[config.mk]
export PLATFORM = sky130hd
export DESIGN_NAME = sdf_arc_firing_expansion
export DESIGN_NICKNAME = d
export VERILOG_FILES = /design/src/rtl/sdfae_pkg.sv /design/src/rtl/sdfae_ctrl.sv /design/src/rtl/sdfae_dp.sv /design/src/rtl/sdf_arc_firing_expansion.sv
export SDC_FILE = /design/constraint.sdc
export NUM_CORES = 1
export LEC_CHECK = 0
export BUFFER_PORTS_ARGS = -buffer_cell sky130_fd_sc_hd__buf_2
export CORE_MARGIN = 2
export CORE_UTILIZATION = 60
export DETAILED_ROUTE_END_ITERATION = 16
export PLACE_DENSITY = 0.91
export SYNTH_ARGS = -nofsm -noshare
export SYNTH_HDL_FRONTEND = slang
export SYNTH_SLANG_ARGS = --single-unit
[constraint.sdc]
create_clock -name clock -period 8.69 [get_ports clock]
set_clock_uncertainty 0.2 [all_clocks]
set_input_delay 0 -clock clock [delete_from_list [all_inputs] [get_ports clock]]
set_output_delay 0 -clock clock [all_outputs]
set_load 0.03 [all_outputs]
[src/rtl/sdfae_pkg.sv]
// shared types and constants for the arc firing expansion block
package sdfae_pkg;

   // largest repetition count that still gives a valid arc
   localparam int MAX_REPETITIONS = 32;

   // shift-subtract divider geometry
   localparam int DIVIDEND_W = 16;
   localparam int DIVISOR_W  = 14;
   localparam int DIV_CNT_W  = 4;

   // stream payload widths, padded to whole bytes
   localparam int REQ_W = 48;
   localparam int RSP_W = 56;

   typedef enum logic [2:0] {
      ST_IDLE,
      ST_CHECK,
      ST_DIV_A,
      ST_LOAD_B,
      ST_DIV_B,
      ST_INIT,
      ST_WALK
   } state_type;

   // commands from controller to datapath
   typedef struct packed {
      logic load;
      logic emit_bad;
      logic div_load_a;
      logic div_load_b;
      logic div_step;
      logic walk_init;
      logic emit_link;
   } cmd_type;

   // status from datapath to controller
   typedef struct packed {
      logic bad;
      logic div_last;
      logic walk_done;
      logic out_free;
   } status_type;

endpackage

[src/rtl/sdfae_ctrl.sv]
// sequencing controller for the arc firing expansion block
module sdfae_ctrl (
   input  logic                   clock,
   input  logic                   reset,
   input  logic                   req_tvalid,
   output logic                   req_tready,
   input  sdfae_pkg::status_type  status,
   output sdfae_pkg::cmd_type     cmd
);
   import sdfae_pkg::*;

   state_type state_ff, state_in;

   // state register
   always_ff @(posedge clock) begin
      if (reset) begin
         state_ff <= ST_IDLE;
      end else begin
         state_ff <= state_in;
      end
   end

   // next state
   always_comb begin
      state_in = state_ff;
      case (state_ff)
         ST_IDLE: begin
            if (req_tvalid) state_in = ST_CHECK;
         end
         ST_CHECK: begin
            if (!status.bad) state_in = ST_DIV_A;
            else if (status.out_free) state_in = ST_IDLE;
         end
         ST_DIV_A: begin
            if (status.div_last) state_in = ST_LOAD_B;
         end
         ST_LOAD_B: state_in = ST_DIV_B;
         ST_DIV_B: begin
            if (status.div_last) state_in = ST_INIT;
         end
         ST_INIT: state_in = ST_WALK;
         ST_WALK: begin
            if (status.out_free && status.walk_done) state_in = ST_IDLE;
         end
         default: state_in = ST_IDLE;
      endcase
   end

   // command outputs
   always_comb begin
      cmd        = '0;
      req_tready = 1'b0;
      case (state_ff)
         ST_IDLE: begin
            req_tready = 1'b1;
            cmd.load   = req_tvalid;
         end
         ST_CHECK: begin
            cmd.emit_bad   = status.bad && status.out_free;
            cmd.div_load_a = !status.bad;
         end
         ST_DIV_A:  cmd.div_step   = 1'b1;
         ST_LOAD_B: cmd.div_load_b = 1'b1;
         ST_DIV_B:  cmd.div_step   = 1'b1;
         ST_INIT:   cmd.walk_init  = 1'b1;
         ST_WALK:   cmd.emit_link  = status.out_free;
         default: begin
            cmd        = '0;
            req_tready = 1'b0;
         end
      endcase
   end

endmodule

[src/rtl/sdfae_dp.sv]
// datapath: operand registers, shared divider, token walk and result register
module sdfae_dp #(
   parameter int MAX_LINKS = 64
) (
   input  logic                          clock,
   input  logic                          reset,
   input  sdfae_pkg::cmd_type            cmd,
   output sdfae_pkg::status_type         status,
   input  logic [sdfae_pkg::REQ_W-1:0]   req_tdata,
   input  logic                          rsp_tready,
   output logic                          rsp_tvalid,
   output logic [sdfae_pkg::RSP_W-1:0]   rsp_tdata,
   output logic                          rsp_tlast,
   output logic                          rsp_tuser
);
   import sdfae_pkg::*;

   localparam int LINK_W = $clog2(MAX_LINKS + 1);

   // arc descriptor
   logic [7:0]  p_ff, q_ff;
   logic [15:0] d_ff;
   logic [5:0]  vs_ff, vd_ff;

   // divider
   logic [DIVISOR_W-1:0]  total_ff, total_in;
   logic [DIVIDEND_W-1:0] dvd_ff, dvd_in;
   logic [DIVISOR_W-1:0]  rem_ff, rem_in;
   logic [DIVISOR_W-1:0]  dvs_ff, dvs_in;
   logic [DIV_CNT_W-1:0]  dcnt_ff, dcnt_in;

   // walk state
   logic [7:0]         s_smp_ff, s_smp_in, d_smp_ff, d_smp_in;
   logic [5:0]         s_inv_ff, s_inv_in, d_inv_ff, d_inv_in;
   logic [15:0]        dly_ff, dly_in;
   logic signed [14:0] left_ff, left_in;
   logic [LINK_W-1:0]  n_ff, n_in;

   // result register
   logic        out_valid_ff, out_valid_in;
   logic [5:0]  out_sf_ff, out_sf_in, out_df_ff, out_df_in;
   logic [7:0]  out_cnt_ff, out_cnt_in;
   logic [15:0] out_dly_ff, out_dly_in;
   logic [7:0]  out_si_ff, out_si_in, out_di_ff, out_di_in;
   logic        out_last_ff, out_last_in, out_err_ff, out_err_in;

   // combinational helpers
   logic [DIVISOR_W-1:0]  prod;
   logic [DIVISOR_W:0]    shifted, diff;
   logic                  fits;
   logic signed [9:0]     test;
   logic [7:0]            cnt;
   logic signed [14:0]    left_next;
   logic [LINK_W-1:0]     n_next;
   logic                  exhausted, over, walk_err;
   logic [5:0]            s_inv_step, d_inv_step;

   // degenerate arc check
   assign status.bad = (p_ff == 8'd0) || (q_ff == 8'd0) || (vs_ff == 6'd0) ||
                       (vd_ff == 6'd0) ||
                       ({3'b000, vs_ff} > 9'(MAX_REPETITIONS)) ||
                       ({3'b000, vd_ff} > 9'(MAX_REPETITIONS));

   // tokens per period at the sink end
   assign prod = {8'd0, vd_ff} * {6'd0, q_ff};

   // one restoring division step
   assign shifted = {rem_ff, dvd_ff[DIVIDEND_W-1]};
   assign diff    = shifted - {1'b0, dvs_ff};
   assign fits    = ~diff[DIVISOR_W];
   assign status.div_last = (dcnt_ff == DIV_CNT_W'(DIVIDEND_W - 1));

   // link arithmetic on the current boundary
   assign test = $signed({2'b00, p_ff}) - $signed({2'b00, s_smp_ff})
               - $signed({2'b00, q_ff}) + $signed({2'b00, d_smp_ff});
   assign cnt  = (test <= 10'sd0) ? (p_ff - s_smp_ff + 8'd1) : (q_ff - d_smp_ff + 8'd1);
   assign left_next = left_ff - $signed({7'd0, cnt});
   assign n_next    = n_ff + LINK_W'(1);
   assign exhausted = (left_next <= 15'sd0);
   assign over      = (n_next >= LINK_W'(MAX_LINKS));
   assign walk_err  = (left_next < 15'sd0) || (!exhausted && over);
   assign status.walk_done = exhausted || over;
   assign s_inv_step = s_inv_ff + 6'd1;
   assign d_inv_step = d_inv_ff + 6'd1;

   assign status.out_free = !out_valid_ff || rsp_tready;

   // next values of the datapath registers
   always_comb begin
      total_in = total_ff;
      dvd_in   = dvd_ff;
      rem_in   = rem_ff;
      dvs_in   = dvs_ff;
      dcnt_in  = dcnt_ff;
      s_smp_in = s_smp_ff;
      d_smp_in = d_smp_ff;
      s_inv_in = s_inv_ff;
      d_inv_in = d_inv_ff;
      dly_in   = dly_ff;
      left_in  = left_ff;
      n_in     = n_ff;

      if (cmd.div_load_a) begin
         total_in = prod;
         dvs_in   = prod;
         dvd_in   = d_ff;
         rem_in   = '0;
         dcnt_in  = '0;
      end

      if (cmd.div_step) begin
         rem_in  = fits ? diff[DIVISOR_W-1:0] : shifted[DIVISOR_W-1:0];
         dvd_in  = {dvd_ff[DIVIDEND_W-2:0], fits};
         dcnt_in = dcnt_ff + DIV_CNT_W'(1);
      end

      // whole periods kept, offset into the period divided by q
      if (cmd.div_load_b) begin
         dly_in  = dvd_ff;
         dvd_in  = {{(DIVIDEND_W - DIVISOR_W){1'b0}}, rem_ff};
         rem_in  = '0;
         dvs_in  = {{(DIVISOR_W - 8){1'b0}}, q_ff};
         dcnt_in = '0;
      end

      if (cmd.walk_init) begin
         s_smp_in = 8'd1;
         s_inv_in = 6'd1;
         d_smp_in = rem_ff[7:0] + 8'd1;
         d_inv_in = dvd_ff[5:0] + 6'd1;
         left_in  = $signed({1'b0, total_ff});
         n_in     = '0;
      end

      // step to the next token boundary
      if (cmd.emit_link) begin
         left_in = left_next;
         n_in    = n_next;
         if (test == 10'sd0) begin
            s_smp_in = 8'd1;
            d_smp_in = 8'd1;
            s_inv_in = s_inv_step;
            d_inv_in = d_inv_step;
         end else if (test < 10'sd0) begin
            s_smp_in = 8'd1;
            d_smp_in = d_smp_ff + cnt;
            s_inv_in = s_inv_step;
         end else begin
            d_smp_in = 8'd1;
            s_smp_in = s_smp_ff + cnt;
            d_inv_in = d_inv_step;
         end
         if (s_inv_in > vs_ff) s_inv_in = 6'd1;
         if (d_inv_in > vd_ff) begin
            d_inv_in = 6'd1;
            if (dly_ff != 16'hFFFF) dly_in = dly_ff + 16'd1;
         end
      end
   end

   // next values of the result register
   always_comb begin
      out_sf_in   = out_sf_ff;
      out_df_in   = out_df_ff;
      out_cnt_in  = out_cnt_ff;
      out_dly_in  = out_dly_ff;
      out_si_in   = out_si_ff;
      out_di_in   = out_di_ff;
      out_last_in = out_last_ff;
      out_err_in  = out_err_ff;
      out_valid_in = rsp_tready ? 1'b0 : out_valid_ff;

      if (cmd.emit_bad) begin
         out_valid_in = 1'b1;
         out_sf_in    = '0;
         out_df_in    = '0;
         out_cnt_in   = '0;
         out_dly_in   = '0;
         out_si_in    = '0;
         out_di_in    = '0;
         out_last_in  = 1'b1;
         out_err_in   = 1'b1;
      end else if (cmd.emit_link) begin
         out_valid_in = 1'b1;
         out_sf_in    = s_inv_ff;
         out_df_in    = d_inv_ff;
         out_cnt_in   = cnt;
         out_dly_in   = dly_ff;
         out_si_in    = s_smp_ff;
         out_di_in    = d_smp_ff;
         out_last_in  = status.walk_done;
         out_err_in   = walk_err;
      end
   end

   // control registers
   always_ff @(posedge clock) begin
      if (reset) begin
         out_valid_ff <= 1'b0;
      end else begin
         out_valid_ff <= out_valid_in;
      end
   end

   // descriptor capture on an input transfer
   always_ff @(posedge clock) begin
      if (cmd.load) begin
         p_ff  <= req_tdata[7:0];
         q_ff  <= req_tdata[15:8];
         d_ff  <= req_tdata[31:16];
         vs_ff <= req_tdata[37:32];
         vd_ff <= req_tdata[43:38];
      end
   end

   // payload registers
   always_ff @(posedge clock) begin
      total_ff    <= total_in;
      dvd_ff      <= dvd_in;
      rem_ff      <= rem_in;
      dvs_ff      <= dvs_in;
      dcnt_ff     <= dcnt_in;
      s_smp_ff    <= s_smp_in;
      d_smp_ff    <= d_smp_in;
      s_inv_ff    <= s_inv_in;
      d_inv_ff    <= d_inv_in;
      dly_ff      <= dly_in;
      left_ff     <= left_in;
      n_ff        <= n_in;
      out_sf_ff   <= out_sf_in;
      out_df_ff   <= out_df_in;
      out_cnt_ff  <= out_cnt_in;
      out_dly_ff  <= out_dly_in;
      out_si_ff   <= out_si_in;
      out_di_ff   <= out_di_in;
      out_last_ff <= out_last_in;
      out_err_ff  <= out_err_in;
   end

   // result channel
   assign rsp_tvalid = out_valid_ff;
   assign rsp_tdata  = {4'b0000, out_di_ff, out_si_ff, out_dly_ff,
                        out_cnt_ff, out_df_ff, out_sf_ff};
   assign rsp_tlast  = out_last_ff;
   assign rsp_tuser  = out_err_ff;

endmodule

[src/rtl/sdf_arc_firing_expansion.sv]
// top level of the dataflow arc firing expansion block
//
// One transfer on the req_ channel carries one arc descriptor: rates at both
// ends, initial delay tokens and the repetition counts. The block answers on
// the rsp_ channel with a run of firing-to-firing links; rsp_tlast marks the
// final link and rsp_tuser flags a rate error (inconsistent rates, overshoot
// or a run cut off at MAX_LINKS links). A degenerate arc gives one link with
// all fields zero, tlast and tuser set.
// Sequence: the descriptor is checked, then two 16-step shift-subtract
// divisions run on one shared divider (period delay and start offset), then
// the walk gives one link per cycle while the result register is free.
// The result register holds a link while rsp_tready is low and the walk
// pauses; a new descriptor is taken as soon as the last link sits in the
// result register, even if it has not been taken yet.
// Reset (synchronous, active high) empties the result register and returns
// the controller to idle; no clearing pass is needed.
module sdf_arc_firing_expansion #(
   parameter int MAX_LINKS = 64
) (
   input  logic                        clock,
   input  logic                        reset,
   input  logic                        req_tvalid,
   output logic                        req_tready,
   // produced_per_firing, consumed_per_firing, initial_delay,
   // src_repetitions, dest_repetitions
   input  logic [sdfae_pkg::REQ_W-1:0] req_tdata,
   output logic                        rsp_tvalid,
   input  logic                        rsp_tready,
   // src_firing, dest_firing, token_count, period_delay,
   // src_token_index, dest_token_index
   output logic [sdfae_pkg::RSP_W-1:0] rsp_tdata,
   output logic                        rsp_tlast,
   // rate_error
   output logic                        rsp_tuser
);
   import sdfae_pkg::*;

   cmd_type    cmd;
   status_type status;

   // controller
   sdfae_ctrl u_ctrl (
      .clock      (clock),
      .reset      (reset),
      .req_tvalid (req_tvalid),
      .req_tready (req_tready),
      .status     (status),
      .cmd        (cmd)
   );

   // datapath
   sdfae_dp #(
      .MAX_LINKS (MAX_LINKS)
   ) u_dp (
      .clock      (clock),
      .reset      (reset),
      .cmd        (cmd),
      .status     (status),
      .req_tdata  (req_tdata),
      .rsp_tready (rsp_tready),
      .rsp_tvalid (rsp_tvalid),
      .rsp_tdata  (rsp_tdata),
      .rsp_tlast  (rsp_tlast),
      .rsp_tuser  (rsp_tuser)
   );

endmodule
==> results of run 1 <==
-- stage by stage --
step / power (mW) / setup slack [ps]
after floorplan: 2.74 / 1410
after global placement: 3.03 / 749
after detailed placement: 3.12 / 493
after CTS: 4.23 / 462
after global routing: 4.51 / 113
final: 4.26 / 565
-- flip-flops by register name, indices dropped and copies added (netlist names), 6 cells and up --
| name | count |
|---|---|
| u_dp.left_ff | 15 |
| u_dp.total_ff | 14 |
| u_dp.out_si_ff | 8 |
| u_dp.s_smp_ff | 8 |
| u_dp.dvs_ff | 14 |
| u_dp.p_ff | 8 |
| u_dp.out_dly_ff | 16 |
| u_dp.out_cnt_ff | 8 |
| u_dp.d_ff | 16 |
| u_dp.vd_ff | 6 |
| u_dp.vs_ff | 6 |
| u_dp.out_di_ff | 8 |
| u_dp.out_sf_ff | 6 |
| u_dp.n_ff | 7 |
| u_dp.dly_ff | 16 |
| u_dp.out_df_ff | 6 |
| u_dp.d_smp_ff | 8 |
| u_dp.dvd_ff | 16 |
| u_dp.rem_ff | 14 |
| u_dp.q_ff | 8 |
| u_dp.s_inv_ff | 6 |
| u_dp.d_inv_ff | 6 |
-- cell usage after synthesis (13+ instances only) --
cell / n
a211oi_1: 15
a21o_1: 14
a21oi_1: 118
a31oi_1: 23
and2_1: 29
clkbuf_1: 53
dfxtp_1: 112
edfxtp_1: 118
fa_1: 42
ha_1: 110
inv_1: 131
mux2i_1: 19
nand2_1: 278
nand3_1: 32
nor2_1: 107
nor3_1: 16
o21ai_0: 68
o21bai_1: 13
o22ai_1: 19
xnor2_1: 62
xor2_1: 34
-- power by group through the flow --
stage	Clock, mW	Sequential [mW]	Combinational (mW)
after floorplan	0	1.43	1.30
after global placement	0	1.48	1.55
after detailed placement	0	1.49	1.63
after CTS	1.08	1.47	1.68
after global routing	1.12	1.49	1.89
final	1.07	1.48	1.71
-- worst max-delay path, delay by kind of cell, from the launching register on --
| kind | cells | cell delay (ps) |
|---|---|---|
| AOI/OAI and AO/OA | 11 | 2620 |
| buffers and inverters | 5 | 500 |
| xor gates and xnor gates | 2 | 380 |
| DFF | 1 | 500 |
| muxes | 1 | 420 |
| and+or+nand+nor | 4 | 1220 |
| adders and majority gates | 6 | 2230 |
-- final timing paths --
| check | from | endpoint | slack (ps) | cells past startpoint |
|---|---|---|---|---|
| min | reset | u_ctrl.state_ff[1] | 30 | 3 |
| max | u_dp.s_smp_ff[1] | u_dp.rsp_tlast | 560 | 29 |
| max reg2reg | u_dp.s_smp_ff[1] | u_dp.rsp_tlast | 560 | 29 |
| min reg2reg | u_dp.out_sf_ff[3] | u_dp.out_sf_ff[3] | 250 | 2 |
-- kinds of logic after synthesis --
family	count (synthesis)	synth area share, %
DFF	230	39.6
buffers and inverters	199	5.60
other	1	0.0256
and+or+nand+nor	538	16.5
AOI/OAI and AO/OA	343	14.9
xor gates and xnor gates	98	5.97
muxes	23	1.69
adders and majority gates	161	15.8
-- timing repair --
item / CTS / global route
hold buffers: 91 / 0
hold endpoints to repair: 48 / 0
resized for setup: 0 / 1
buffers inserted: 0 / 0
endpoints found under the setup margin: 0 / 3
-- routing by layer --
layer	GRT usage, %	up-vias	part of all wire (%)
li1	-	5839	-
met1	36.6	5941	40
met2	51.4	575	49
met3	4.31	135	7.4
met4	12.2	0	4.4
met5	0	-	0
-- layout make-up --
| class | count | area (um^2) | area share, % |
|---|---|---|---|
| Clock buffer | 35 | 758 | 4.43 |
| Clock inverter | 13 | 92.6 | 0.541 |
| Inverter | 134 | 508 | 2.97 |
| Multi-Input combinational cell | 1167 | 8060 | 47.1 |
| Sequential cell | 230 | 5790 | 33.8 |
| Tap cell | 324 | 405 | 2.37 |
| Timing Repair Buffer | 206 | 1520 | 8.85 |
==> results by group, run 1 <==
Logic synthesis
  – Ys async rst share: 0%
  – Share of the synthesized area in the top cell type: 24.2%
  – Area contributors post-synth: edfxtp_1, dfxtp_1, ha_1, nand2_1, fa_1
  – Register area share after synthesis: 39.6%
  – Synth Cell Area: 14600 um^2
  – Synth Warn #: 0
  – Top FF cell, synth: edfxtp_1
  – Netlist cell types: 92
  – Mapped Cells: 1593
  – FF+latch count, synth: 230
  – Cell taking the most area after synthesis: edfxtp_1
  – Number of synthesized flops with an enable pin: 118
  – Avg Synthesized Cell Area: 9.18 um^2

GRT
  – Total GRT Usage: 29.4%
  – Pin count of the biggest net entering global routing: 96
  – Overflow after GRT: 0
  – Initial antenna violation count: 0
  – Global-route wire length before repair: 61.5 mm
  – Vias in the first global route: 12400

Timing
  – Fin crit share: 93.5%
  – Worst-margin pin slew: 1120 ps
  – Final Hold Viols: 0
  – F_max: 123 MHz
  – Unrepaired setup endpoints after global routing: false
  – Final Max Slew Viols: 0
  – Setup TNS: 0 ps
  – Worst Hold Slack: 29.3 ps
  – Period minus WS final: 8130 ps
  – Count of final setup violators: 0
  – Worst slew margin: 24.7%

Power and ir drop
  – Psw: 1.59 mW
  – Int Pwr: 2.67 mW
  – Comb power frac: 40.0%
  – Sequential Power Share: 34.7%
  – Power Density: 249 nW/um^2
  – Switching share of power: 37.4%
  – Leakage power total: 7.31 nW
  – Max rail drop VDD: 0.157 mV
  – Clock Power Share: 25.2%

Worst setup path
  – CP Launch Type: flip-flop
  – WP data required: 8930 ps
  – Crit Path Class: flip-flop to flip-flop
  – Critical-path maximum fanout: 10
  – Slowest CP cell: or4_4
  – Crit path top cell by count: inv_1
  – CP peak stage delay: 530 ps
  – WP data arrival: 8360 ps
  – Crit end category: flip-flop

Cells and area
  – Commonest non-fill, non-tap cells in the layout: nand2_1, inv_1, a21oi_1, edfxtp_1, dfxtp_1
  – Commonest non-fill, non-tap cell in the layout: nand2_1
  – Non-filler cells in the finished layout: 2109
  – Final instance area: 17100 um^2
  – Fillers: 1783
  – Ant diodes: 0
  – Final core occ: 71.0%
  – Nets@finish: 1969
  – P&R area growth vs syn: 17.1%
  – Share of cells above drive strength 1: 11.5%

CTS
  – Htree depth: 1
  – CTS tree: built
  – Clk root buf: clkbuf_16
  – Clock Latency Late Sink: 550 ps
  – TritonCTS Buffers: 26
  – CTS sink cnt: 230
  – Clk slew on worst S/H paths: 60 ps
  – Max clock buf depth: 3

Drt
  – Vias: 12500
  – Routed vias/inst: 5.92
  – Drt first-iter violations: 1382
  – Antenna Nets Post-Route: 0
  – DR pass1 iterations: 8
  – Wire per inst: 17.9 um
  – DRC Markers: 0
  – Total Routed Length: 37.7 mm

Hold path
  – Worst hold path class: primary input to flip-flop

Place
  – Placed Instances: 1970
  – Placed cell areas: 15400 um^2
  – RD Place Congestion: 0.932
  – I/O Buffers: 103
  – DP HPWL: 26.4 mm

Floorplanning
  – Core Box Area: 24100 um^2
  – Number of placement rows: 57
  – Ports: 112
  – Die width: 160 um
  – Initial core utilization: 60.7%
  – Die Span Y: 160 um
  – Die area: 25600 um^2

Run
  – Number of max-cap violations: 0

Status
  – Status: completed
Power figures use the tool's default switching activity.
==> run 2, diff against run 1 <==
--- a/config.mk
+++ b/config.mk
@@ -7,9 +7,10 @@
 export LEC_CHECK = 0
 export BUFFER_PORTS_ARGS = -buffer_cell sky130_fd_sc_hd__buf_2
 export CORE_MARGIN = 2
-export CORE_UTILIZATION = 60
+export CORE_UTILIZATION = 30
 export DETAILED_ROUTE_END_ITERATION = 16
-export PLACE_DENSITY = 0.91
+export PLACE_DENSITY = 0.57
 export SYNTH_ARGS = -nofsm -noshare
 export SYNTH_HDL_FRONTEND = slang
+export SYNTH_HIERARCHICAL = 1
 export SYNTH_SLANG_ARGS = --single-unit
==> run 2 against run 1 <==
Compared with the run above: cell count up 14%; utilization down 34 points; fmax down 0.39%; largest cell class unchanged; synthesized cell count down 3.7%; combinational power down 39%; first-iteration DRC count down 49%.
==> results by group, run 2 <==
Power and ir drop
  – Power Density: 193 nW/um^2 (-22%)
  – Leakage power total: 7.31 nW (about the same)
  – Max rail drop VDD: 0.134 mV (-14%)

Run
  – Number of max-cap violations: 0 (unchanged)

Logic synthesis
  – Area contributors post-synth: edfxtp_1, dfxtp_1, ha_1, mux2i_1, fa_1
  – FF+latch count, synth: 230 (unchanged)
  – Most frequent cell after synthesis: nor2_1
  – Synth Warn #: 6 (+6)
  – Number of synthesized flops with an enable pin: 118 (unchanged)
  – Mapped Cells: 1534 (-3.7%)
  – Netlist cell types: 84 (-8.7%)
  – Cell taking the most area after synthesis: edfxtp_1
  – Synth top cells by count: nor2_1, inv_1, nand2_1, edfxtp_1, ha_1
  – Synth Cell Area: 14900 um^2 (+1.6%)
  – Avg Synthesized Cell Area: 9.68 um^2 (+5.5%)
  – Ys async rst share: 0% (unchanged)
  – Register area share after synthesis: 38.9% (-0.62 points)
  – Top FF cell, synth: edfxtp_1
  – Share of the synthesized area in the top cell type: 23.9% (-0.38 points)

CTS
  – CTS sink cnt: 230 (unchanged)
  – Clk slew on worst S/H paths: 60 ps (about the same)
  – Max clock buf depth: 3 (unchanged)
  – Clock Latency Late Sink: 570 ps (+20 ps)
  – CTS tree: built
  – TritonCTS Buffers: 27 (+3.8%)
  – Htree depth: 1 (unchanged)
  – Clk root buf: clkbuf_16

Worst setup path
  – Reg-to-reg startpoint: u_dp/s_smp_ff[0]
  – WP data arrival: 8400 ps (+40 ps)
  – CP endpoint: u_ctrl/state_ff[2]
  – R2r endpoint: u_ctrl/state_ff[2]
  – Crit Path Class: flip-flop to flip-flop
  – Reg2reg setup slack: 530 ps (-30 ps)
  – Slowest CP cell: dlygate4sd3_1
  – CP Launch Type: flip-flop
  – Crit end category: flip-flop
  – CP startpoint: u_dp/s_smp_ff[0]
  – Reg2Reg Depth: 31 (+6.9%)
  – Critical-path maximum fanout: 6 (-4)
  – CP peak stage delay: 540 ps (about the same)
  – Crit path top cell by count: a21oi_1
  – WP data required: 8940 ps (about the same)

Cells and area
  – Nets@finish: 1933 (-1.8%)
  – Commonest non-fill, non-tap cells in the layout: nor2_1, inv_1, nand2_1
  – Ant diodes: 0 (unchanged)
  – Commonest non-fill, non-tap cell in the layout: nor2_1
  – P&R area growth vs syn: 20.8%
  – Share of cells above drive strength 1: 11.9% (+0.38 points)

Timing
  – Count of final setup violators: 0 (unchanged)
  – Worst Hold Slack: 58.9 ps (+29.6 ps)
  – F_max: 123 MHz (-0.39%)
  – Setup TNS: 0 ps (unchanged)
  – Final Max Slew Viols: 0 (unchanged)
  – Final Hold Viols: 0 (unchanged)
  – Unrepaired setup endpoints after global routing: false
  – Setup WS post-layout: 533 ps (-32.2 ps)
  – Fin crit share: 93.9% (+0.37 points)
  – Period minus WS final: 8160 ps (+32.2 ps)
  – Worst-margin pin slew: 995 ps (-129 ps)
  – Worst slew margin: 31.9% (+7.2 points)

Drt
  – DR pass1 iterations: 5 (-3)
  – Wire per inst: 16.9 um (-5.7%)
  – Total Routed Length: 40.6 mm (+7.7%)
  – DRC Markers: 0 (unchanged)
  – Routed vias/inst: 4.88 (-18%)
  – Drt first-iter violations: 710 (-49%)
  – Antenna Nets Post-Route: 0 (unchanged)
  – Vias: 11800 (-5.8%)

GRT
  – Initial antenna violation count: 0 (unchanged)
  – Pin count of the biggest net entering global routing: 55 (-43%)
  – Total GRT Usage: 15.7% (-14 points)
  – Overflow after GRT: 0 (unchanged)
  – Vias in the first global route: 11600 (-6.7%)
  – Global-route wire length before repair: 63.3 mm (+2.9%)

Floorplanning
  – Die area: 51300 um^2 (+100%)
  – Die width: 227 um (+41%)
  – Initial core utilization: 30.3% (-30 points)
  – Ports: 112 (unchanged)
  – Die Span Y: 227 um (+41%)
  – Number of placement rows: 81 (+42%)
  – Core Box Area: 49000 um^2 (+100%)

Place
  – Post-Place Worst Slack: 536 ps (+42.9 ps)
  – RD Place Congestion: 0.843 (-9.5%)
  – DP HPWL: 30.0 mm (+14%)
  – I/O Buffers: 103 (unchanged)

Status
  – Status: completed

Hold path
  – Worst hold path class: primary input to flip-flop
[run 2: cell count changes in the layout (fill, tap and decap cells not counted), sizes merged, moves of 12 or more]
cell | previous run | this run
mux2i | 19 | 89
nand2 | 278 | 127
and2 | 31 | 15
a21oi | 119 | 74
nor2 | 109 | 161
xor2 | 34 | 22
o211ai | 3 | 15
[run 2: how the worst min path moves through the flow]
stage,startpoint,endpoint,slack (ps),cells past startpoint
after global placement,req_tdata[13],u_dp/q_ff[5],-20,1
final,rsp_tready,u_ctrl/state_ff[1],60,5
after floorplan,reset,u_ctrl/state_ff[0],-130,1
after detailed placement,req_tdata[32],u_dp/vs_ff[0],-20,1
after global routing,rsp_tready,u_ctrl/state_ff[1],90,5
after CTS,rsp_tready,u_ctrl/state_ff[1],50,5
[run 2: routing by layer]
metal	wire, um	vias to the layer above	GRT usage [%]
met2	19600	231	27.0
li1	-	5760	-
met4	886	0	4.41
met3	1560	46	1.70
met1	18500	5727	20.9
met5	0	-	0
[run 2: layout make-up]
cell class,count,area (um^2)
inverter,140,526
clock inverter,17,124
tap,664,831
fill,4931,31000
sequential,230,5790
timing repair buffer,217,1610
multi-input combinational,1108,8350
clock buffer,33,718
[run 2: where the power goes]
part / switching [mW] / total (mW) / internal (mW)
logic: 0.596 / 1.05 / 0.456
registers: 0.0870 / 1.33 / 1.24
clock network: 0.494 / 1.09 / 0.597
total: 1.18 / 3.47 / 2.29
[run 2: logic make-up after synthesis]
group | Yosys count | share of synthesized area (%)
AND/OR/NAND/NOR | 451 | 14.2
AO/OA/AOI/OAI | 299 | 13.5
flip-flops | 230 | 38.9
buffers and inverters | 199 | 5.24
adder cells (fa/ha/maj) | 161 | 15.6
multiplexers | 103 | 7.13
XOR/XNOR | 90 | 5.36
other | 1 | 0.0252
[run 2: worst max-delay path: cells and delay by family, from the launching register on]
kind                       cells  cell delay, ps
adders and majority gates      5            1870
xor gates and xnor gates       2             340
buffers and inverters          5             990
DFF                            1             460
and+or+nand+nor                8            1940
AOI/OAI and AO/OA             11            2240
[run 2: metrics by stage]
stage / util, % / power [mW] / cell area [um^2] / cells
floorplan: - / 2.08 / 14900 / 1537
global placement: 32.8 / 2.32 / 16100 / 2256
detailed placement: 32.8 / 2.34 / 16100 / 2256
CTS: 36.5 / 3.49 / 17900 / 2401
global route: 36.7 / 3.68 / 17900 / 2409
finish: 36.7 / 3.47 / 17900 / 2409
[run 2: timing repair]
| action | in CTS | in global routing |
|---|---|---|
| hold buffers | 95 | 0 |
| endpoints found under the hold margin | 48 | 0 |
| setup endpoints to repair | 0 | 2 |
| buffers inserted | 0 | 8 |
| gates resized for setup | 0 | 4 |
==> run 3, diff against run 2 <==
--- a/config.mk
+++ b/config.mk
@@ -9,7 +9,6 @@
 export CORE_MARGIN = 2
 export CORE_UTILIZATION = 30
 export DETAILED_ROUTE_END_ITERATION = 16
-export PLACE_DENSITY = 0.57
 export SYNTH_ARGS = -nofsm -noshare
 export SYNTH_HDL_FRONTEND = slang
 export SYNTH_HIERARCHICAL = 1
==> run 3 against run 2 <==
Compared with the run above: sequential cell count unchanged; die area is the same; utilization is 0.072 points higher; clock power grew 14%; hold slack got worse by 12 ps; critical path depth is the same; sequential share of layout area is 0.063 points lower.
==> results by group, run 3 (synthesis gave the netlist of run 2 again) <==
CTS
  – CTS tree: built
  – Max clock buf depth: 3 (unchanged)
  – Htree depth: 1 (unchanged)
  – Clk root buf: clkbuf_16
  – CTS sink cnt: 230 (unchanged)
  – TritonCTS Buffers: 26 (-3.7%)
  – Clk slew on worst S/H paths: 60 ps (about the same)
  – Clock Latency Late Sink: 560 ps (about the same)

Timing
  – Unrepaired setup endpoints after global routing: false
  – Period minus WS final: 7950 ps (-208 ps)
  – Worst Hold Slack: 46.5 ps (-12.4 ps)
  – Worst slew margin: 38.6% (+6.7 points)
  – Final Hold Viols: 0 (unchanged)
  – F_max: 126 MHz (+2.6%)
  – Worst-margin pin slew: 898 ps (-97.5 ps)
  – Setup TNS: 0 ps (unchanged)
  – Count of final setup violators: 0 (unchanged)
  – Fin crit share: 91.5% (-2.4 points)
  – Final Max Slew Viols: 0 (unchanged)

Worst setup path
  – Reg-to-reg startpoint: u_dp/s_smp_ff[0]
  – R2r endpoint: u_ctrl/state_ff[1]
  – Crit end category: flip-flop
  – Worst path bufs/invs: 3 (-2)
  – CP delay by family, top: compound AO/OA/AOI/OAI gates
  – Crit Path Class: flip-flop to flip-flop
  – Reg2Reg Depth: 31 (unchanged)
  – WP data arrival: 8190 ps (-210 ps)
  – CP Launch Type: flip-flop
  – CP peak stage delay: 490 ps (-50 ps)
  – WP data required: 8930 ps (about the same)
  – Critical-path maximum fanout: 17 (+11)
  – Reg2reg setup slack: 740 ps (+210 ps)
  – Slowest CP cell: fa_1

GRT
  – Pin count of the biggest net entering global routing: 61 (+11%)
  – Global-route wire length before repair: 63.7 mm (+0.76%)
  – Total GRT Usage: 15.7% (+0.026 points)
  – Vias in the first global route: 11700 (+0.66%)
  – Initial antenna violation count: 0 (unchanged)
  – Overflow after GRT: 0 (unchanged)

Power and ir drop
  – Max rail drop VDD: 0.143 mV (+6.8%)
  – Power Density: 200 nW/um^2 (+3.6%)
  – Leakage power total: 7.34 nW (+0.36%)

Place
  – I/O Buffers: 103 (unchanged)
  – DP HPWL: 30.2 mm (+0.62%)
  – Placed Instances: 2257 (+0.044%)
  – RD Place Congestion: 0.909 (+7.8%)

Cells and area
  – Non-filler cells in the finished layout: 2400 (-0.37%)
  – Ant diodes: 0 (unchanged)
  – Final core occ: 36.7% (+0.072 points)
  – Commonest non-fill, non-tap cells in the layout: nor2_1, inv_1, nand2_1
  – Commonest non-fill, non-tap cell in the layout: nor2_1
  – Share of cells above drive strength 1: 11.7% (-0.17 points)
  – P&R area growth vs syn: 21.0%
  – Nets@finish: 1925 (-0.41%)

Drt
  – Antenna Nets Post-Route: 0 (unchanged)
  – Drt first-iter violations: 736 (+3.7%)
  – Vias: 11800 (+0.43%)
  – Wire per inst: 16.9 um (+0.26%)
  – DRC Markers: 0 (unchanged)
  – DR pass1 iterations: 4 (-1)
  – Routed vias/inst: 4.92 (+0.80%)
  – Total Routed Length: 40.6 mm (-0.12%)

Floorplanning
  – Die Span Y: 227 um (unchanged)
  – Die area: 51300 um^2 (unchanged)
  – Number of placement rows: 81 (unchanged)
  – Ports: 112 (unchanged)
  – Initial core utilization: 30.3% (unchanged)
  – Core Box Area: 49000 um^2 (unchanged)
  – Die width: 227 um (unchanged)

Hold path
  – Hold Crit Depth: 3 (-2)
  – Min-delay src: reset
  – Worst hold path class: primary input to flip-flop
  – Worst Hold End: u_ctrl/state_ff[0]

Run
  – Number of max-cap violations: 0 (unchanged)

Status
  – Status: completed
## run 3: cell count changes in the layout (fill, tap and decap cells not counted), moves of 2 or more
| cell | previous run | this run |
|---|---|---|
| clkinvlp_4 | 3 | 1 |
| clkinv_4 | 3 | 1 |
| inv_6 | 3 | 1 |
| clkinv_1 | 5 | 3 |
| bufinv_16 | 0 | 7 |
| clkinv_2 | 2 | 4 |
| dlygate4sd3_1 | 95 | 92 |
| buf_4 | 19 | 15 |
## run 3: routing by layer
layer  up-vias  track usage [%]  part of all wire [%]
li1       5751                -                     -
met1      5759             20.8                    45
met2       259             26.9                    48
met3        45             2.14                   4.3
met4         0             4.22                   2.1
met5         -                0                     0
## run 3: report_power, final
group          leakage, nW  total [mW]  switching, mW  internal (mW)
clock                0.466        1.24          0.472          0.767
sequential            2.05        1.33         0.0856           1.24
combinational         4.82        1.04          0.590          0.447
## run 3: repair_timing
| action | 4_1_cts | 5_1_grt |
|---|---|---|
| buffers inserted | 0 | 3 |
| setup endpoints to repair | 0 | 2 |
| endpoints found under the hold margin | 48 | 0 |
| gates resized for setup | 0 | 1 |
| hold buffers | 92 | 0 |
## run 3: layout make-up
cell class | instances | area, um^2
sequential | 230 | 5790
fill | 4870 | 31000
timing repair buffer | 210 | 1550
clock buffer | 30 | 676
tap | 664 | 831
inverter | 140 | 526
clock inverter | 18 | 283
multi-input combinational | 1108 | 8330
## run 3: worst min-delay path: stages
cell           delay, ps
dlygate4sd3_1        530
buf_2                170
a21oi_1               60
## run 3: worst max path at each step
stage	startpoint	endpoint	slack [ps]	cells after the start
after floorplan	u_dp/s_smp_ff[1]	u_ctrl/state_ff[1]	1370	33
after global placement	u_dp/p_ff[0]	u_ctrl/state_ff[1]	540	32
after detailed placement	u_dp/s_smp_ff[0]	u_ctrl/state_ff[1]	350	31
after CTS	u_dp/s_smp_ff[0]	u_ctrl/state_ff[1]	310	31
after global routing	u_dp/p_ff[0]	u_ctrl/state_ff[1]	190	32
final	u_dp/s_smp_ff[0]	u_ctrl/state_ff[1]	740	31
## run 3: metrics by stage
stage / setup slack (ps) / area [um^2] / power, mW
6_report: 740 / 18000 / 3.60
2_1_floorplan: 1370 / 14900 / 2.08
3_5_place_dp: 347 / 16100 / 2.34
5_1_grt: 194 / 18000 / 3.81
4_1_cts: 305 / 18000 / 3.63
3_3_place_gp: 542 / 16100 / 2.32
